--- src/hw/rtl/pwbs_queue.sv ---
`timescale 1ns / 1ps
module pwbs_queue #(
  parameter int W = 8
) (
  input  logic         clk,
  input  logic         rst_n,
  input  logic         push,
  input  logic [W-1:0] push_data,
  output logic         full,
  input  logic         pop,
  output logic         not_empty,
  output logic [W-1:0] pop_data
);
  logic [W-1:0] mem_r [2];
  logic         wp_r, rp_r;
  logic [1:0]   cnt_r;

  assign full      = cnt_r == 2'd2;
  assign not_empty = cnt_r != 2'd0;
  assign pop_data  = mem_r[rp_r];

  always_ff @(posedge clk) begin
    if (!rst_n) begin
      wp_r  <= 1'b0;
      rp_r  <= 1'b0;
      cnt_r <= 2'd0;
    end else begin
      if (push) wp_r <= !wp_r;
      if (pop) rp_r <= !rp_r;
      cnt_r <= cnt_r + 2'(push) - 2'(pop);
    end
  end

  always_ff @(posedge clk) begin
    if (push) mem_r[wp_r] <= push_data;
  end
endmodule

--- config.mk ---
export PLATFORM = sky130hd
export DESIGN_NAME = pwbs_queue
export DESIGN_NICKNAME = d
export VERILOG_FILES = /design/src/hw/rtl/pwbs_queue.sv
export SDC_FILE = /design/constraint.sdc
export NUM_CORES = 1
export LEC_CHECK = 0
export BUFFER_PORTS_ARGS = -buffer_cell sky130_fd_sc_hd__buf_2
export CORE_UTILIZATION = 56
export CTS_BUF_LIST = sky130_fd_sc_hd__clkbuf_8
export CTS_CLUSTER_SIZE = 12
export DETAILED_ROUTE_END_ITERATION = 8
export PLACE_DENSITY = 0.85
export SYNTH_ARGS = -nofsm -noshare
export SYNTH_HDL_FRONTEND = slang
export SYNTH_SLANG_ARGS = --single-unit
export TNS_END_PERCENT = 5
--- constraint.sdc ---
create_clock -name clk -period 2.5 [get_ports clk]
set_input_delay 0.25 -clock clk [delete_from_list [all_inputs] [get_ports clk]]
set_output_delay 0.25 -clock clk [all_outputs]
set_load 0.05 [all_outputs]
==> results of run 1 <==
metal layers:
layer	share of wire	vias up
met3	0.053	2
met5	0	-
met1	0.38	213
met4	0.0066	0
met2	0.56	18
li1	-	214
power groups by stage:
stage                     Clock (W)  Combinational (W)  Sequential, W
after global placement            0           0.000171       0.000423
after floorplan                   0           0.000141       0.000417
after CTS                  0.000217           0.000178       0.000418
after detailed placement          0           0.000177       0.000425
final                      0.000217           0.000177       0.000417
after global routing       0.000231           0.000186       0.000420
cell type report:
type | instances | area (µm²) | share of cell area
Sequential cell | 21 | 581 | 0.599
Timing Repair Buffer | 21 | 105 | 0.109
Clock inverter | 1 | 5.00 | 0.00517
Multi-Input combinational cell | 22 | 210 | 0.217
Tap cell | 15 | 18.8 | 0.0194
Inverter | 2 | 7.51 | 0.00775
Clock buffer | 3 | 41.3 | 0.0426
stage by stage:
step           cells  setup WS [ps]  hold WS [ps]
3_3_place_gp      81           1150           438
6_report          85            893           175
2_1_floorplan     46           1190           349
5_1_grt           85            830           178
4_1_cts           85            876           176
3_5_place_dp      81           1080           443
worst max path at each step:
stage	startpoint	to	cells after the start
after global placement	pop	cnt_r[1]$_SDFF_PN0_	6
final	flop	pop_data[4]	2
after floorplan	cnt_r[1]$_SDFF_PN0_	full	1
after CTS	flop	pop_data[4]	2
after detailed placement	cnt_r[0]$_SDFF_PN0_	cnt_r[1]$_SDFF_PN0_	6
after global routing	flop	pop_data[4]	2
cell families (layout without fill, tap and decap cells):
group	count (synthesis)	count (layout)	synth area share
flip-flops	21	21	0.723
AO/OA/AOI/OAI	1	1	0.00935
adder cells (fa/ha/maj)	2	2	0.0311
XOR/XNOR	2	2	0.0389
multiplexers	8	8	0.112
buffers and inverters	3	27	0.0156
AND/OR/NAND/NOR	9	9	0.0701
registers in the layout (all words and copies together) (netlist names), named ones only:
signal and flops:
mem_r 16, rp_r 1, cnt_r 2, wp_r 1
Yosys cell counts:
library cell	number	area, µm²
sky130_fd_sc_hd__ha_1	2	25.0
sky130_fd_sc_hd__edfxtp_1	16	480
sky130_fd_sc_hd__inv_1	2	7.51
sky130_fd_sc_hd__dfxtp_1	5	100
sky130_fd_sc_hd__xor2_1	1	8.76
sky130_fd_sc_hd__nor2b_1	4	25.0
sky130_fd_sc_hd__and2_1	4	25.0
sky130_fd_sc_hd__buf_2	1	5.00
sky130_fd_sc_hd__xnor3_1	1	22.5
sky130_fd_sc_hd__or2_1	1	6.26
sky130_fd_sc_hd__o21a_1	1	7.51
sky130_fd_sc_hd__mux2_1	8	90.1
==> out/metrics.json, run 1 <==
{
  "root_buffer": {"value": "sky130_fd_sc_hd__clkbuf_8"},
  "result_of_the_run": {"value": "complete, no violations"},
  "setup.worst_path.class": {"value": "flop to output port"},
  "grt.met2_usage": {"value": 0.343},
  "vias_per_instance": {"value": 5.26},
  "postRouteWirelength": {"value": 1.22, "unit": "mm"},
  "grt_overflow": {"value": 0},
  "worstPathMaxFanout": {"value": 8},
  "setup-tns-final": {"value": 0, "unit": "ps"},
  "p_leak": {"value": 0.401, "unit": "nW"},
  "drt-initial-drc-count": {"value": 14},
  "post_cts.resized_instances": {"value": 0},
  "timing.critical_path.to_type": {"value": "output port"},
  "post-dp-hpwl": {"value": 884, "unit": "µm"},
  "grt_util_met1": {"value": 0.179},
  "area_growth": {"value": 20.6, "unit": "%"},
  "antenna_found_initial": {"value": 0},
  "relSlewSlack": {"value": 0.493},
  "cts_hold_repair.buffers": {"value": 0},
  "setup_viol": {"value": 0},
  "worst_slew_pin_slew": {"value": 759, "unit": "ps"},
  "grt_first_pass_wirelength": {"value": 1.79, "unit": "mm"},
  "worstPathRequired": {"value": 2250, "unit": "ps"},
  "critPathSlowestCell": {"value": "sky130_fd_sc_hd__dfxtp_1"},
  "power_density": {"value": 837, "unit": "nW/µm²"},
  "vias": {"value": 447},
  "antenna_cells": {"value": 0},
  "detail_route.wl_per_cell": {"value": 14.3, "unit": "µm"},
  "synthesized_nets": {"value": 60},
  "fp.dieW": {"value": 39.9, "unit": "µm"},
  "die-height": {"value": 39.9, "unit": "µm"},
  "clock_tree.htree_level_count": {"value": 1},
  "timing.rr.start": {"value": "cnt_r[0]$_SDFF_PN0_"},
  "power.ir.vdd_worst": {"value": 0.000486, "unit": "V"},
  "design_power_total": {"value": 0.000811, "unit": "W"},
  "clock_power_share": {"value": 0.268},
  "layout_min_cycle_time": {"value": 1610, "unit": "ps"},
  "postLayoutCoreUtil": {"value": 0.735},
  "rows": {"value": 13},
  "critPathMaxStageDelay": {"value": 520, "unit": "ps"},
  "critPathLaunchType": {"value": "flop"},
  "initial_core_util": {"value": 0.610},
  "timing.critical_path.buf_inv": {"value": 1},
  "summed_area_of_non_filler_cells_in_the_final_layout": {"value": 968, "unit": "µm²"},
  "grt_start_max_net_pins": {"value": 13},
  "most_common_cell_after_layout_fill_and_taps_aside": {"value": "sky130_fd_sc_hd__buf_2"},
  "avgSynthCellArea": {"value": 17.5, "unit": "µm²"},
  "critPathTopFamily": {"value": "flip-flops"},
  "globalplace.congestion": {"value": 0.628},
  "timing.final.crit_share": {"value": 0.643},
  "setup.reg_to_reg.worst_slack": {"value": 1070, "unit": "ps"},
  "floorplan.die_area": {"value": 1590, "unit": "µm²"},
  "cp_cell_sequence": {"value": "mux2_1 -> buf_2"},
  "r2r_cells": {"value": 6},
  "clk_pin_slew": {"value": 70, "unit": "ps"},
  "clk_path_buf_depth": {"value": 2},
  "layout.filler_cells": {"value": 87},
  "clock_skew": {"value": 0.880, "unit": "ps"},
  "post_route_cells_drive_above_1_share": {"value": 0.357},
  "numCtsBuffers": {"value": 3},
  "detail_route.first_pass.iterations": {"value": 4},
  "layout.cells.most_common_list": {"value": "21 x sky130_fd_sc_hd__buf_2, 16 x sky130_fd_sc_hd__edfxtp_1, 8 x sky130_fd_sc_hd__mux2_1"},
  "grt_pass1_vias": {"value": 422},
  "global_route.usage.total": {"value": 0.190},
  "crit_arrival": {"value": 1360, "unit": "ps"},
  "timing.rr.end": {"value": "cnt_r[1]$_SDFF_PN0_"},
  "grtUsageMet3": {"value": 0.0852},
  "hp-class": {"value": "primary input to flop"},
  "max_freq": {"value": 622, "unit": "MHz"},
  "globalRoute.busiestLayer": {"value": "met2"},
  "cts.sinks": {"value": 21},
  "synth_cells": {"value": 46},
  "num_io_pins": {"value": 22},
  "rsz_0062_raised_after_global_routing": {"value": "false"},
  "antenna_left": {"value": 0},
  "min_delay_worst_endpoint": {"value": "mem_r[0][3]$_DFFE_PP_"},
  "part_of_the_total_power_dissipated_in_combinational_logic": {"value": 0.218},
  "netlist_area": {"value": 803, "unit": "µm²"},
  "hold_viol_final": {"value": 0},
  "netlist-cell-type-count": {"value": 12},
  "synth-seq-area-share": {"value": 0.723},
  "switchingPower": {"value": 0.000238, "unit": "W"},
  "post_dp_cell_area": {"value": 922, "unit": "µm²"},
  "synth.yosys.warnings": {"value": 0},
  "hold_path_depth": {"value": 1},
  "final_net_count": {"value": 85},
  "cts.repair_timing.setup_buffer_count": {"value": 0},
  "p_sw_frac": {"value": 0.294},
  "sequential_power_share": {"value": 0.515},
  "count_of_maximum_capacitance_violations": {"value": 0},
  "p_int": {"value": 0.000572, "unit": "W"},
  "synth.ff_latch_count": {"value": 21},
  "hold_start": {"value": "push_data[3]"},
  "drc_errors": {"value": 0},
  "insertion_delay_to_the_later_sink_of_the_worst_skew_pair": {"value": 260, "unit": "ps"},
  "clock_tree_from_tritoncts": {"value": "built"},
  "numPortBuffers": {"value": 21},
  "report.final.slew_viol_count": {"value": 0},
  "placeableCoreArea": {"value": 1320, "unit": "µm²"}
}
No activity file was read; power rests on OpenSTA's default activity.
==> inputs of run 2 (changes only) <==
- CORE_UTILIZATION: 56 -> 47
- PLACE_DENSITY: 0.85 -> 0.76
- clock period: 2.5 -> 1.45 ns (I/O delays scaled with it)
==> out/metrics.json, run 2 (synthesis gave the netlist of run 1 again) <==
{
  "grt_start_max_net_pins": {"value": 12, "change": "-1"},
  "p_leak": {"value": 0.408, "unit": "nW", "change": "+1.8%"},
  "timing.critical_path.buf_inv": {"value": 1, "change": "unchanged"},
  "fp.dieW": {"value": 43.3, "unit": "µm", "change": "+8.7%"},
  "detail_route.wl_per_cell": {"value": 12.7, "unit": "µm", "change": "-11%"},
  "grt.met2_usage": {"value": 0.239, "change": "-0.103"},
  "antenna_found_initial": {"value": 0, "change": "unchanged"},
  "report.final.slew_viol_count": {"value": 0, "change": "unchanged"},
  "result_of_the_run": {"value": "finished, violations left"},
  "global_route.usage.total": {"value": 0.129, "change": "-0.0603"},
  "max_freq": {"value": 732, "unit": "MHz"},
  "die-height": {"value": 43.3, "unit": "µm", "change": "+8.7%"},
  "layout_min_cycle_time": {"value": 1370, "unit": "ps"},
  "antenna_left": {"value": 0, "change": "unchanged"},
  "layout.cells.most_common_list": {"value": "21 x sky130_fd_sc_hd__buf_2, 16 x sky130_fd_sc_hd__edfxtp_1, 8 x sky130_fd_sc_hd__mux2_1"},
  "vias": {"value": 432, "change": "-3.4%"},
  "power.ir.vdd_worst": {"value": 0.000823, "unit": "V", "change": "+69%"},
  "most_common_cell_after_layout_fill_and_taps_aside": {"value": "sky130_fd_sc_hd__buf_2"},
  "hold_viol_final": {"value": 0, "change": "unchanged"},
  "drc_errors": {"value": 2, "change": "+2"},
  "crit_arrival": {"value": 1220, "unit": "ps", "change": "-140 ps"},
  "cts_hold_repair.buffers": {"value": 0, "change": "unchanged"},
  "worstPathMaxFanout": {"value": 8, "change": "unchanged"},
  "setup_viol": {"value": 0, "change": "unchanged"},
  "placeableCoreArea": {"value": 1560, "unit": "µm²", "change": "+18%"},
  "postRouteWirelength": {"value": 1.10, "unit": "mm", "change": "-9.1%"},
  "cts.repair_timing.setup_buffer_count": {"value": 0, "change": "unchanged"},
  "rsz_0062_raised_after_global_routing": {"value": "false"},
  "holdWs": {"value": 73.1, "unit": "ps", "change": "-102 ps"},
  "layout.filler_cells": {"value": 120, "change": "+38%"},
  "post_route_cells_drive_above_1_share": {"value": 0.380, "change": "+0.0231"},
  "numPortBuffers": {"value": 21, "change": "unchanged"},
  "critPathTopFamily": {"value": "flip-flops"},
  "area_growth": {"value": 22.1, "unit": "%"},
  "clock_skew": {"value": 0.885, "unit": "ps", "change": "+0.00566 ps"},
  "numCtsBuffers": {"value": 3, "change": "unchanged"},
  "grtUsageMet3": {"value": 0.0375, "change": "-0.0477"},
  "initial_core_util": {"value": 0.515, "change": "-0.0944"},
  "rows": {"value": 14, "change": "+1"},
  "detail_route.first_pass.iterations": {"value": 5, "change": "+1"},
  "grt_first_pass_wirelength": {"value": 1.68, "unit": "mm", "change": "-5.8%"},
  "setup.worst_path.class": {"value": "flop to output port"},
  "globalRoute.busiestLayer": {"value": "met2"},
  "relSlewSlack": {"value": 0.745, "change": "+0.252"},
  "num_io_pins": {"value": 22, "change": "unchanged"},
  "globalplace.congestion": {"value": 0.684, "change": "+8.9%"},
  "vias_per_instance": {"value": 4.97, "change": "-5.6%"},
  "critPathLaunchType": {"value": "flop"},
  "power_density": {"value": 1410, "unit": "nW/µm²", "change": "+69%"},
  "clock_tree_from_tritoncts": {"value": "built"},
  "cts.sinks": {"value": 21, "change": "unchanged"},
  "critPathMaxStageDelay": {"value": 410, "unit": "ps", "change": "-110 ps"},
  "insertion_delay_to_the_later_sink_of_the_worst_skew_pair": {"value": 250, "unit": "ps", "change": "about the same"},
  "critPathSlowestCell": {"value": "sky130_fd_sc_hd__dfxtp_4"},
  "timing.final.crit_share": {"value": 0.942},
  "antenna_cells": {"value": 0, "change": "unchanged"},
  "grt_overflow": {"value": 0, "change": "unchanged"},
  "setup-tns-final": {"value": 0, "unit": "ps", "change": "unchanged"},
  "grt_pass1_vias": {"value": 436, "change": "+3.3%"},
  "reg.largest.list": {"value": "mem_r (16), cnt_r (2)"},
  "violated_checks": {"value": "DRC"},
  "largest_reg_flops": {"value": 16, "change": "unchanged"},
  "drt-initial-drc-count": {"value": 3, "change": "-11"},
  "count_of_maximum_capacitance_violations": {"value": 0, "change": "unchanged"},
  "largest-register": {"value": "mem_r"},
  "worstPathRequired": {"value": 1310, "unit": "ps", "change": "-940 ps"},
  "root_buffer": {"value": "sky130_fd_sc_hd__clkbuf_8"},
  "hp-class": {"value": "primary input to flop"},
  "cp_cell_sequence": {"value": "mux2_1 -> buf_2"},
  "timing.critical_path.to_type": {"value": "output port"},
  "clock_tree.htree_level_count": {"value": 1, "change": "unchanged"},
  "grt_util_met1": {"value": 0.135, "change": "-0.0440"},
  "clk_path_buf_depth": {"value": 2, "change": "unchanged"},
  "floorplan.die_area": {"value": 1880, "unit": "µm²", "change": "+18%"},
  "final_net_count": {"value": 86, "change": "+1.2%"},
  "worst_slew_pin_slew": {"value": 382, "unit": "ps", "change": "-377 ps"},
  "clk_pin_slew": {"value": 70, "unit": "ps", "change": "about the same"}
}
==> run 2: report_power, final <==
group | internal, W | switching (W)
Clock | 0.000188 | 0.000177
Sequential | 0.000694 | 0.0000239
Combinational | 0.000104 | 0.000197
Total | 0.000986 | 0.000397
==> run 2: final cells by class <==
| type | instances | area [µm²] | area share |
|---|---|---|---|
| Multi-Input combinational cell | 22 | 210 | 0.214 |
| Inverter | 2 | 7.51 | 0.00765 |
| Timing Repair Buffer | 22 | 113 | 0.115 |
| Tap cell | 16 | 20.0 | 0.0204 |
| Clock buffer | 3 | 41.3 | 0.0421 |
| Sequential cell | 21 | 586 | 0.597 |
| Clock inverter | 1 | 3.75 | 0.00383 |
==> run 2: final timing paths <==
check                                         start                    end  slack (ps)  depth (start not counted)
worst max-delay path                           flop            pop_data[1]          80                          2
worst min-delay path                   push_data[5]  mem_r[1][5]$_DFFE_PP_          70                          1
worst max register to register  cnt_r[0]$_SDFF_PN0_    cnt_r[1]$_SDFF_PN0_          90                          6
worst min register to register    rp_r$_SDFFE_PN0P_                   flop         580                          2
==> run 2: timing repair <==
item / in CTS / in global routing
gates resized for setup: 1 / 2
setup endpoints to repair: 8 / 8
pin swaps: 0 / 0
==> run 2: per-layer routing <==
layer  up-vias  wire, µm
li1        213         -
met1       209       471
met2        10       581
met3         0        50
met4         0         0
met5         -         0
==> run 2: per-stage QoR <==
step	total power, W	util	std cells	setup WS [ps]	area (µm²)
2_1_floorplan	0.000963	-	46	148	803
3_3_place_gp	0.00103	0.597	83	132	931
3_5_place_dp	0.00103	0.597	83	74.5	931
4_1_cts	0.00139	0.627	87	24.8	977
5_1_grt	0.00144	0.629	87	14.9	981
6_report	0.00138	0.629	87	83.8	981
